`src/rtl/tdr_pkg.sv`:
```
// Shared types and constants of the table-driven automaton runner.
// No dependencies; imported by tdr_out_fifo and table_driven_dfa_runner_unit.
package tdr_pkg;

  typedef enum logic [2:0] {
    ACT_WR_MAP   = 3'd0,
    ACT_WR_TRANS = 3'd1,
    ACT_WR_TAG   = 3'd2,
    ACT_RESTART  = 3'd3,
    ACT_STEP     = 3'd4,
    ACT_LOOK     = 3'd5
  } action_e;

  // Configuration register indexes.
  localparam logic CFG_NUM_STATES  = 1'b0;
  localparam logic CFG_START_STATE = 1'b1;

  // State tags.
  localparam logic [1:0] TAG_REJECT = 2'd0;
  localparam logic [1:0] TAG_INTER  = 2'd2;

  localparam logic [6:0] NOT_STARTED    = 7'd127;
  localparam logic [6:0] NUM_STATES_RST = 7'd64;

  // Result buffer.
  localparam int unsigned OUT_DEPTH = 8;
  localparam int unsigned OUT_PTR_W = 3;
  localparam int unsigned OUT_CNT_W = 4;

  // Packed so that tag sits in the lowest bits.
  typedef struct packed {
    logic       error;
    logic       trapped;
    logic [6:0] state_now;
    logic [1:0] tag;
  } result_t;

endpackage

```
`src/rtl/tdr_out_fifo.sv`:
```
// Result buffer of the automaton runner: small flop FIFO feeding the output stream.
// Depends on tdr_pkg (result_t, depth constants).
module tdr_out_fifo (
  input  logic                           clk_i,
  input  logic                           rst_ni,
  input  logic                           push_i,
  input  tdr_pkg::result_t               push_data_i,
  input  logic                           pop_i,
  output logic                           valid_o,
  output tdr_pkg::result_t               data_o,
  output logic [tdr_pkg::OUT_CNT_W-1:0]  count_o
);
  import tdr_pkg::*;

  result_t              buf_q [OUT_DEPTH];
  logic [OUT_PTR_W-1:0] wr_ptr_q, rd_ptr_q;
  logic [OUT_CNT_W-1:0] cnt_q, cnt_d;
  logic                 do_pop;

  assign valid_o = (cnt_q != '0);
  assign data_o  = buf_q[rd_ptr_q];
  assign count_o = cnt_q;
  assign do_pop  = pop_i && valid_o;

  always_comb begin
    cnt_d = cnt_q;
    if (push_i && !do_pop) cnt_d = cnt_q + OUT_CNT_W'(1);
    else if (!push_i && do_pop) cnt_d = cnt_q - OUT_CNT_W'(1);
  end

  always_ff @(posedge clk_i or negedge rst_ni) begin
    if (!rst_ni) begin
      wr_ptr_q <= '0;
      rd_ptr_q <= '0;
      cnt_q    <= '0;
    end else begin
      if (push_i) wr_ptr_q <= wr_ptr_q + OUT_PTR_W'(1);
      if (do_pop) rd_ptr_q <= rd_ptr_q + OUT_PTR_W'(1);
      cnt_q <= cnt_d;
    end
  end

  always_ff @(posedge clk_i) begin
    if (push_i) buf_q[wr_ptr_q] <= push_data_i;
  end

endmodule

```
`config.mk`:
```
export PLATFORM = sky130hd
export DESIGN_NAME = tdr_out_fifo
export DESIGN_NICKNAME = d
export VERILOG_FILES = /design/src/rtl/tdr_pkg.sv /design/src/rtl/tdr_out_fifo.sv
export SDC_FILE = /design/constraint.sdc
export NUM_CORES = 1
export LEC_CHECK = 0
export ABC_AREA = 0
export BUFFER_PORTS_ARGS = -buffer_cell sky130_fd_sc_hd__buf_4
export CAP_MARGIN = 20
export CORE_ASPECT_RATIO = 0.75
export CORE_MARGIN = 4
export CORE_UTILIZATION = 50
export CTS_BUF_LIST = sky130_fd_sc_hd__clkbuf_8
export DETAILED_ROUTE_END_ITERATION = 10
export PLACE_DENSITY_LB_ADDON = 0.1
export SYNTH_ARGS = -nofsm -noshare
export SYNTH_HDL_FRONTEND = slang
export SYNTH_SLANG_ARGS = --single-unit
```
`constraint.sdc`:
```
create_clock -name clk_i -period 2.9 [get_ports clk_i]
set_input_delay 0.29 -clock clk_i [delete_from_list [all_inputs] [get_ports clk_i]]
set_output_delay 0.29 -clock clk_i [all_outputs]
set_load 0.05 [all_outputs]
```
# Word level (Yosys, flattened, before mapping)
# Memories as Yosys holds them, arrays and structs flattened.
# Index checks and enable logic that the tools add are counted.
# word_totals
mem_bits_rw	88
word_cells	19
memories	1
reg_bits	10
inputBits	15
# classes
n_addsub	4
reduce_logical	7
mux	4
# memory_table
name	words	word_bits	read_ports	rd_clocked_by_memory_dff	wr	line	rtl
buf_q	8	11	1	0	1	tdr_out_fifo.sv:15	result_t buf_q [OUT_DEPTH];
# ops
cell	n
4-bit two-way mux	2
3-bit by 1-bit adder with 3-bit output, second input constant	2
4-bit by 1-bit adder with 4-bit output, second input constant	1
4-bit nonzero test	1
4-bit by 1-bit subtractor with 4-bit output, second input constant	1
1-bit logical AND	3
1-bit logical NOT	2
1-bit two-way mux	2
2-bit nonzero test	1

# Longest topological paths before layout
# Gate-level depths: netlist of run 1.
# depth
word_depth	5
depth_mapped	8
ltp_nobuf	8

# Worst setup path after synthesis of run 1
# Ideal clock, no wire load.
# synth_timing
kind	reg-to-reg
start	register cnt_q[3], in the netlist count_o[3]
end	register cnt_q[3], in the netlist count_o[3]
t_arrival_ns	2.832
slack_ns	-0.063
setup_time_ns	0.131
period_less_slack_ns	2.963
stages_incl_launch_ff	9
cell_sequence	dfrtp_1 -> or4_4 -> nand2_1 -> ha_1 -> inv_1 -> ha_1 -> or4_1 -> o211ai_1 -> o211ai_1
# synth_between
elab_chain_cells	5
elab_cells_between_ends	10
classes_between	add/sub (2); mux (2); reduce/logical (6)
# synth_rtl
item	line	rtl
start: declaration	tdr_out_fifo.sv:17	logic [OUT_CNT_W-1:0] cnt_q, cnt_d;
start signal: assignment	tdr_out_fifo.sv:39	cnt_q <= cnt_d;
4-bit nonzero test *	tdr_out_fifo.sv:20	assign valid_o = (cnt_q != '0);
named net valid_o	tdr_out_fifo.sv:9	output logic valid_o,
1-bit logical AND *	tdr_out_fifo.sv:23	assign do_pop = pop_i && valid_o;
1-bit logical NOT	tdr_out_fifo.sv:27	if (push_i && !do_pop) cnt_d = cnt_q + OUT_CNT_W'(1);
1-bit logical AND	tdr_out_fifo.sv:27	
4-bit two-way mux / 2-bit nonzero test (equally long branches)	-	
# Mark *: on every way through the listed nets, which the timed path passes. The rest lies on a longest branch. The select of a mux whose other input is x is not followed.
# A chain may end at the register's enable or synchronous reset.

# Worst setup path after layout of run 1
# layout_timing
start	register cnt_q[1], in the netlist count_o[1]
end	register cnt_q[3], in the netlist count_o[3]
# layout_between
elab_chain_cells	5
elab_cells_between_ends	10
classes_between	add/sub (2); mux (2); reduce/logical (6)
# layout_rtl
item
parallel branches: the longest is 5 deep, another holds 4-bit by 1-bit subtractor with 4-bit output
# Several ways; the timed one is not identified. The select of a mux whose other input is x is not followed.

==> impl_table.tex, run 1 <==
\begin{tabular}{lr}
\hline
Metric & Value \\
\hline
\multicolumn{2}{l}{\textbf{Routing}} \\
\quad ANT nets after route & 0 \\
\quad Detailed-router iteration count before antenna repair & 4 \\
\quad Total vias in the final route & 1897 \\
\quad Post-Route WL & 6893 um \\
\quad Via density & 5.629 \\
\quad Routed length per placed instance & 20.45 um \\
\quad Initial drt markers & 124 \\
\quad Total DRC errors in the routed layout & 0 \\
\multicolumn{2}{l}{\textbf{GRT}} \\
\quad Busiest metal layer after global routing & met2 \\
\quad Vias in the first global route & 2010 \\
\quad First-pass GRT wire length & 10660 um \\
\quad Overflow left after global routing & 0 \\
\quad Initial antenna violation count & 0 \\
\quad All-layer global routing usage & 15.28\% \\
\quad Routing usage on met1 & 17.81\% \\
\quad Maximum number of pins on one net before global-route repair & 23 \\
\quad GR Layer Usage met3 & 4.205\% \\
\quad Met2 Usage GRT & 28.03\% \\
\multicolumn{2}{l}{\textbf{Synth}} \\
\quad Synthesized area per cell & 21.43 sq um \\
\quad Count of unique library cells instantiated by Yosys & 27 \\
\quad Total number of yosys warnings & 0 \\
\quad Number of synthesized register bits & 98 \\
\quad Mapped cell area & 3986 sq um \\
\quad Register area share after synthesis & 72.57\% \\
\quad Number of instances in the synthesized netlist & 186 \\
\quad Number of nets in the synthesized netlist & 207 \\
\multicolumn{2}{l}{\textbf{Clock network}} \\
\quad TritonCTS Buffers & 9 \\
\quad Deepest level of the CTS H-tree & 3 \\
\quad Clock latency at the later pin of the worst-skew pair & 0.35 ns \\
\quad Clk slew on worst S/H paths & 0.09 ns \\
\quad Clock Path Buffers & 2 \\
\quad Number of buffers inserted by post-CTS setup repair & 0 \\
\quad Root Buffer Master & clkbuf\_8 \\
\quad Sink count of the clock tree & 98 \\
\quad CTS tree & done \\
\multicolumn{2}{l}{\textbf{Power and ir drop}} \\
\quad Register share of total power & 41.2\% \\
\quad Leakage power total & 1.612 nW \\
\quad Areal power density over the cells & 1053 nW/um\^{}2 \\
\quad Power, Total & 4.815 mW \\
\quad VDD IR-drop max & 0.0005515 V \\
\quad Switch Pwr & 1.789 mW \\
\quad Clock network fraction of total power & 17.3\% \\
\quad Power share of the combinational group & 41.5\% \\
\quad Sw frac & 37.15\% \\
\quad Internal power contribution & 3.026 mW \\
\multicolumn{2}{l}{\textbf{Setup path}} \\
\quad Critical Path Start Type & flip-flop \\
\quad Crit path capture type & flip-flop \\
\quad Critical path, cell by cell & or4\_4 -> nand2\_1 -> ha\_2 -> inv\_1 -> ha\_1 -> or4\_1 -> o211ai\_1 -> o211ai\_1 \\
\quad Category of the critical setup timing path & flip-flop to flip-flop \\
\quad CP required & 3.13 ns \\
\quad Largest fanout of any net on the critical path & 6 \\
\quad Kind of cell adding the most delay to the critical path & simple AND/OR/NAND/NOR gates \\
\quad Slowest stage delay, CP & 0.57 ns \\
\quad Number of buffer and inverter stages on the critical path & 1 \\
\quad Library cell appearing most often on the critical path & o211ai\_1 \\
\quad Data arrival time at the worst-slack endpoint & 3.03 ns \\
\quad Crit-path slowest cell & or4\_4 \\
\multicolumn{2}{l}{\textbf{Timing}} \\
\quad Pin slew with the least headroom to its limit & 0.6638 ns \\
\quad Max Transition Viols Final & 0 \\
\quad Worst hold slack & 0.1715 ns \\
\quad Setup skew after layout & 0.01043 ns \\
\quad Unrepaired setup endpoints after global routing & false \\
\quad Final setup fails & 0 \\
\quad Final worst-path cycle share & 96.56\% \\
\quad Fmax & 357.1 MHz \\
\quad Setup Total Neg Slack & 0 ns \\
\quad Time the final worst path needs with I/O delays and setup & 2.800 ns \\
\quad Final Hold Viols & 0 \\
\quad Worst slew margin & 55.75\% \\
\multicolumn{2}{l}{\textbf{Layout}} \\
\quad Post-route insts no fill & 337 \\
\quad Antenna cells & 0 \\
\quad Area added between synthesis and finish & 14.72\% \\
\quad Final Net Count & 252 \\
\quad Post-layout utilization of the core & 60.70\% \\
\quad Proportion of layout cells with a drive suffix above 1 & 31.78\% \\
\multicolumn{2}{l}{\textbf{Flow run}} \\
\quad Max-cap check violation count & 0 \\
\multicolumn{2}{l}{\textbf{Placement}} \\
\quad Estimated wirelength of the detail-placed design & 4432 um \\
\quad Port-buffer cells & 30 \\
\quad Placed insts & 320 \\
\quad RePlAce Congestion & 0.7145 \\
\multicolumn{2}{l}{\textbf{Outcome}} \\
\quad Status & completed \\
\multicolumn{2}{l}{\textbf{Hold path}} \\
\quad Worst hold path class & primary input to flip-flop \\
\multicolumn{2}{l}{\textbf{Die}} \\
\quad Die outline height & 85.33 um \\
\quad Die Area & 9480 sq um \\
\quad Core outline area & 7533 sq um \\
\quad Floorplan row count & 27 \\
\quad Number of I/O pins & 31 \\
\quad Initial Util & 52.91\% \\
\quad Horizontal die dimension & 111.1 um \\
\hline
\end{tabular}
-- Yosys cell counts, drive strengths merged --
cell / n / share of area [%]
mux2: 14 / 4.0
a21oi: 2 / 0.25
ha: 5 / 1.6
mux4: 22 / 14
a2111o: 1 / 0.28
nand2b: 3 / 0.47
or4: 2 / 0.47
xor2: 1 / 0.22
nor2: 6 / 0.56
mux2i: 1 / 0.25
o211ai: 2 / 0.38
nand2: 6 / 0.56
inv: 1 / 0.094
or3: 1 / 0.16
edfxtp: 88 / 66
clkbuf: 3 / 0.28
o21ai: 1 / 0.13
nand3: 3 / 0.38
xnor2: 5 / 1.1
nor3: 3 / 0.38
nand3b: 1 / 0.19
dfrtp: 10 / 6.3
buf: 4 / 0.94
fa: 1 / 0.50
-- final timing paths --
check,startpoint,to,slack [ns],cells after the start
max reg2reg,count_o[1],count_o[3],0.1,8
min,push_data_i[7],buf_q[6][7],0.17,1
max,count_o[1],count_o[3],0.1,8
max in group asynchronous,rst_ni,count_o[2],2.44,2
min in group asynchronous,rst_ni,wr_ptr_q[1],0.30,2
min reg2reg,rd_ptr_q[0],rd_ptr_q[0],0.52,1
-- kinds of logic after synthesis --
group	count (synthesis)	share of synthesized area, %
flops	98	72.57
mux	37	18.52
simple gates	25	3.170
buf+inv	8	1.318
compound gates	6	1.036
xor+xnor	6	1.318
fa+ha+maj	6	2.072
-- cell usage in the layout, fill, tap and decap left out, drive strengths merged --
| cell type | count |
|---|---|
| dlygate4sd3 | 1 |
| nor3 | 3 |
| mux2 | 14 |
| inv | 4 |
| nor2 | 6 |
| nand3b | 1 |
| fa | 1 |
| or3 | 1 |
| o21ai | 1 |
| clkbuf | 9 |
| mux4 | 22 |
| a21oi | 2 |
| nand2b | 3 |
| nand3 | 3 |
| or4 | 2 |
| nand2 | 6 |
| o211ai | 2 |
| xor2 | 1 |
| mux2i | 1 |
| clkinv | 3 |
| buf | 40 |
| xnor2 | 5 |
| dfrtp | 10 |
| bufinv | 1 |
| edfxtp | 88 |
| ha | 5 |
| a2111o | 1 |
-- state kept, by name, summed over array words and instances (netlist names) --
register,flops
buf_q,88
count_o,4
rd_ptr_q,3
wr_ptr_q,3
-- through the flow --
| stage | instance area [sq um] | setup WS (ns) |
|---|---|---|
| CTS | 4571 | 0.04426 |
| detailed placement | 4368 | 0.05135 |
| finish | 4573 | 0.09982 |
| floorplan | 3990 | 0.02582 |
| global route | 4573 | 0.002211 |
| global placement | 4368 | 0.2363 |
-- what timing repair did --
action | CTS | global route
resized for setup | 0 | 1
hold endpoints to repair | 10 | 0
endpoints found under the setup margin | 0 | 1
hold buffers | 1 | 0
-- layer usage --
metal | up-vias | wire (um)
met5 | - | 0
met1 | 978 | 2811
met3 | 4 | 313
met2 | 50 | 3727
met4 | 0 | 41
li1 | 865 | -
-- power groups by stage --
stage | clock (mW) | sequential, mW | combinational [mW]
finish | 0.832 | 1.98 | 2.00
global route | 0.928 | 2.01 | 2.11
CTS | 0.861 | 1.99 | 2.03
detailed placement | 0 | 2.02 | 2.02
global placement | 0 | 1.99 | 1.97
floorplan | 0 | 2.03 | 1.45
-- final cells by class --
cell class / count / area, sq um
repair buffers: 41 / 310.3
multi-input cells: 80 / 1044
well taps: 101 / 126.4
fillers: 552 / 2960
clock buffers: 9 / 123.9
flip-flops and latches: 98 / 2897
inverters: 1 / 3.754
clock inverters: 7 / 68.82
(Power assumes the default switching activity.)
==> inputs of run 2 (changes only) <==
--- a/config.mk
+++ b/config.mk
@@ -10,10 +10,11 @@
 export CAP_MARGIN = 20
 export CORE_ASPECT_RATIO = 0.75
 export CORE_MARGIN = 4
-export CORE_UTILIZATION = 50
+export CORE_UTILIZATION = 30
 export CTS_BUF_LIST = sky130_fd_sc_hd__clkbuf_8
 export DETAILED_ROUTE_END_ITERATION = 10
 export PLACE_DENSITY_LB_ADDON = 0.1
+export REMOVE_ABC_BUFFERS = 1
 export SYNTH_ARGS = -nofsm -noshare
 export SYNTH_HDL_FRONTEND = slang
 export SYNTH_SLANG_ARGS = --single-unit
==> impl_table.tex, run 2 (same netlist as run 1, synthesis figures left out) <==
\begin{tabular}{lr}
\hline
Metric & Value \\
\hline
\multicolumn{2}{l}{\textbf{Routing}} \\
\quad Total DRC errors in the routed layout & 0 (unchanged) \\
\quad Total vias in the final route & 1879 (-0.95\%) \\
\quad Initial drt markers & 60 (-52\%) \\
\quad Post-Route WL & 7865 um (+14\%) \\
\quad ANT nets after route & 0 (unchanged) \\
\quad Routed length per placed instance & 19.18 um (-6.2\%) \\
\quad Via density & 4.583 (-19\%) \\
\quad Detailed-router iteration count before antenna repair & 4 (unchanged) \\
\multicolumn{2}{l}{\textbf{Die}} \\
\quad Core outline area & 13020 sq um (+73\%) \\
\quad Floorplan row count & 36 (+33\%) \\
\quad Horizontal die dimension & 141.1 um (+27\%) \\
\quad Number of I/O pins & 31 (unchanged) \\
\quad Die outline height & 107.8 um (+26\%) \\
\quad Initial Util & 30.62\% (-22 points) \\
\quad Die Area & 15220 sq um (+61\%) \\
\multicolumn{2}{l}{\textbf{Clock network}} \\
\quad Clock Path Buffers & 2 (unchanged) \\
\quad Deepest level of the CTS H-tree & 3 (unchanged) \\
\quad CTS tree & done \\
\quad Number of buffers inserted by post-CTS setup repair & 0 (unchanged) \\
\quad Clk slew on worst S/H paths & 0.09 ns (about the same) \\
\quad Root Buffer Master & clkbuf\_8 \\
\quad Sink count of the clock tree & 98 (unchanged) \\
\quad TritonCTS Buffers & 9 (unchanged) \\
\quad Clock latency at the later pin of the worst-skew pair & 0.36 ns (about the same) \\
\multicolumn{2}{l}{\textbf{Setup path}} \\
\quad Crit path capture type & flip-flop \\
\quad Number of buffer and inverter stages on the critical path & 1 (unchanged) \\
\quad Critical Path Start Type & flip-flop \\
\quad Data arrival time at the worst-slack endpoint & 2.98 ns (-0.05 ns) \\
\quad CP required & 3.14 ns (about the same) \\
\quad Critical path, cell by cell & or4\_4 -> nand2\_1 -> ha\_2 -> inv\_1 -> ha\_1 -> or4\_1 -> o211ai\_1 -> o211ai\_1 \\
\quad Kind of cell adding the most delay to the critical path & simple AND/OR/NAND/NOR gates \\
\quad Category of the critical setup timing path & flip-flop to flip-flop \\
\quad Crit-path slowest cell & or4\_4 \\
\quad Largest fanout of any net on the critical path & 6 (unchanged) \\
\quad Slowest stage delay, CP & 0.56 ns (about the same) \\
\quad Library cell appearing most often on the critical path & o211ai\_1 \\
\multicolumn{2}{l}{\textbf{Power and ir drop}} \\
\quad Power, Total & 4.859 mW (+0.92\%) \\
\quad VDD IR-drop max & 0.0003978 V (-28\%) \\
\quad Leakage power total & 1.622 nW (+0.61\%) \\
\quad Areal power density over the cells & 1038 nW/um\^{}2 (-1.4\%) \\
\multicolumn{2}{l}{\textbf{Timing}} \\
\quad Worst Setup Slack, final & 0.1641 ns (+0.06430 ns) \\
\quad Time the final worst path needs with I/O delays and setup & 2.736 ns (-0.06430 ns) \\
\quad Setup skew after layout & 0.006696 ns (-0.003731 ns) \\
\quad Max Transition Viols Final & 0 (unchanged) \\
\quad Final worst-path cycle share & 94.34\% (-2.2 points) \\
\quad Fmax & 365.5 MHz (+2.4\%) \\
\quad Unrepaired setup endpoints after global routing & false \\
\quad Worst slew margin & 49.00\% (-6.7 points) \\
\quad Final Hold Viols & 0 (unchanged) \\
\quad Pin slew with the least headroom to its limit & 0.7650 ns (+0.1012 ns) \\
\quad Final setup fails & 0 (unchanged) \\
\multicolumn{2}{l}{\textbf{Layout}} \\
\quad Design Area, Final & 4682 sq um (+2.4\%) \\
\quad Most frequent cells in the layout & edfxtp\_1, buf\_4, mux4\_1, mux2\_2, dfrtp\_1 \\
\quad Proportion of layout cells with a drive suffix above 1 & 31.80\% (about the same) \\
\quad Number of filler cells placed in the layout & 1220 (+120\%) \\
\quad Post-layout utilization of the core & 35.97\% (-25 points) \\
\quad Final Net Count & 255 (+1.2\%) \\
\quad Most frequent standard cell in the layout excluding fill and tap cells & edfxtp\_1 \\
\quad Most flop-heavy register & buf\_q \\
\quad Antenna cells & 0 (unchanged) \\
\quad Area added between synthesis and finish & 17.45\% \\
\quad Number of flip-flops in the largest register & 88 (unchanged) \\
\multicolumn{2}{l}{\textbf{Placement}} \\
\quad Cell area reported after detailed placement & 4484 sq um (+2.7\%) \\
\quad Estimated wirelength of the detail-placed design & 4941 um (+11\%) \\
\quad Pre-CTS setup slack & 0.1346 ns (+0.08325 ns) \\
\quad RePlAce Congestion & 0.7100 (-0.63\%) \\
\quad Port-buffer cells & 30 (unchanged) \\
\multicolumn{2}{l}{\textbf{GRT}} \\
\quad Initial antenna violation count & 0 (unchanged) \\
\quad First-pass GRT wire length & 12080 um (+13\%) \\
\quad Maximum number of pins on one net before global-route repair & 23 (unchanged) \\
\quad Overflow left after global routing & 0 (unchanged) \\
\quad Vias in the first global route & 2026 (+0.80\%) \\
\quad All-layer global routing usage & 10.98\% (-4.3 points) \\
\multicolumn{2}{l}{\textbf{Flow run}} \\
\quad Max-cap check violation count & 0 (unchanged) \\
\multicolumn{2}{l}{\textbf{Outcome}} \\
\quad Status & completed \\
\multicolumn{2}{l}{\textbf{Hold path}} \\
\quad Worst hold path class & primary input to flip-flop \\
\hline
\end{tabular}
## run 2: cell types whose count changed in the layout (fill, tap and decap cells not counted)
cell | before | now
nor3_1 | 3 | 1
clkinv_4 | 1 | 0
buf_4 | 40 | 43
dfrtp_1 | 7 | 10
inv_6 | 2 | 0
dfrtp_2 | 3 | 0
nor3_2 | 0 | 2
clkinvlp_4 | 0 | 2
clkinv_1 | 1 | 2
## run 2: cell type report
type / count / area (sq um) / share of cell area [%]
clock buffers: 9 / 123.9 / 2.646
clock inverters: 7 / 61.31 / 1.309
inverters: 1 / 3.754 / 0.08017
multi-input cells: 80 / 1054 / 22.50
flip-flops and latches: 98 / 2893 / 61.79
well taps: 171 / 214.0 / 4.570
repair buffers: 44 / 332.8 / 7.108
## run 2: power breakdown
group          internal [mW]  leakage [nW]  total, mW  switching [mW]
sequential              1.80         0.917       1.96           0.161
clock                  0.388        0.0915      0.832           0.444
combinational          0.838         0.613       2.07            1.23
## run 2: worst paths after layout
path                                     start          end  slack, ns  cells past startpoint
worst max-delay path                count_o[3]   count_o[3]       0.16                      8
worst min-delay path            push_data_i[3]  buf_q[1][3]       0.16                      1
worst max register to register      count_o[3]   count_o[3]       0.16                      8
worst min register to register     rd_ptr_q[0]  rd_ptr_q[0]       0.51                      1
max in group asynchronous               rst_ni  wr_ptr_q[1]       2.47                      2
min in group asynchronous               rst_ni  rd_ptr_q[0]       0.28                      2
## run 2: worst register-to-register path: cells and delay by family (launching register included)
family / cells / cell delay [ns]
AOI/OAI and AO/OA: 2 / 0.21
adders and majority gates: 2 / 0.61
and+or+nand+nor: 3 / 1.26
DFF: 1 / 0.44
buffers and inverters: 1 / 0.11
## run 2: stage by stage
stage	std cells	TNS, ns	hold slack, ns
final	410	0	0.1606
after global routing	410	0	0.1396
after CTS	410	0	0.1423
after detailed placement	393	0	0.1322
after global placement	393	0	0.1382
after floorplan	179	-0.06312	-0.005591
## run 2: timing repair
action / in CTS / in global routing
gates resized for setup: 0 / 1
hold buffers: 1 / 0
hold endpoints to repair: 10 / 0
setup endpoints to repair: 0 / 1
## run 2: per-layer routing
| metal | vias to the layer above | track usage (%) | share of wire (%) |
|---|---|---|---|
| met4 | 0 | 3.804 | 1.3 |
| met5 | - | 0 | 0 |
| met2 | 29 | 16.49 | 46 |
| li1 | 872 | - | - |
| met1 | 968 | 15.29 | 49 |
| met3 | 10 | 3.108 | 4.0 |
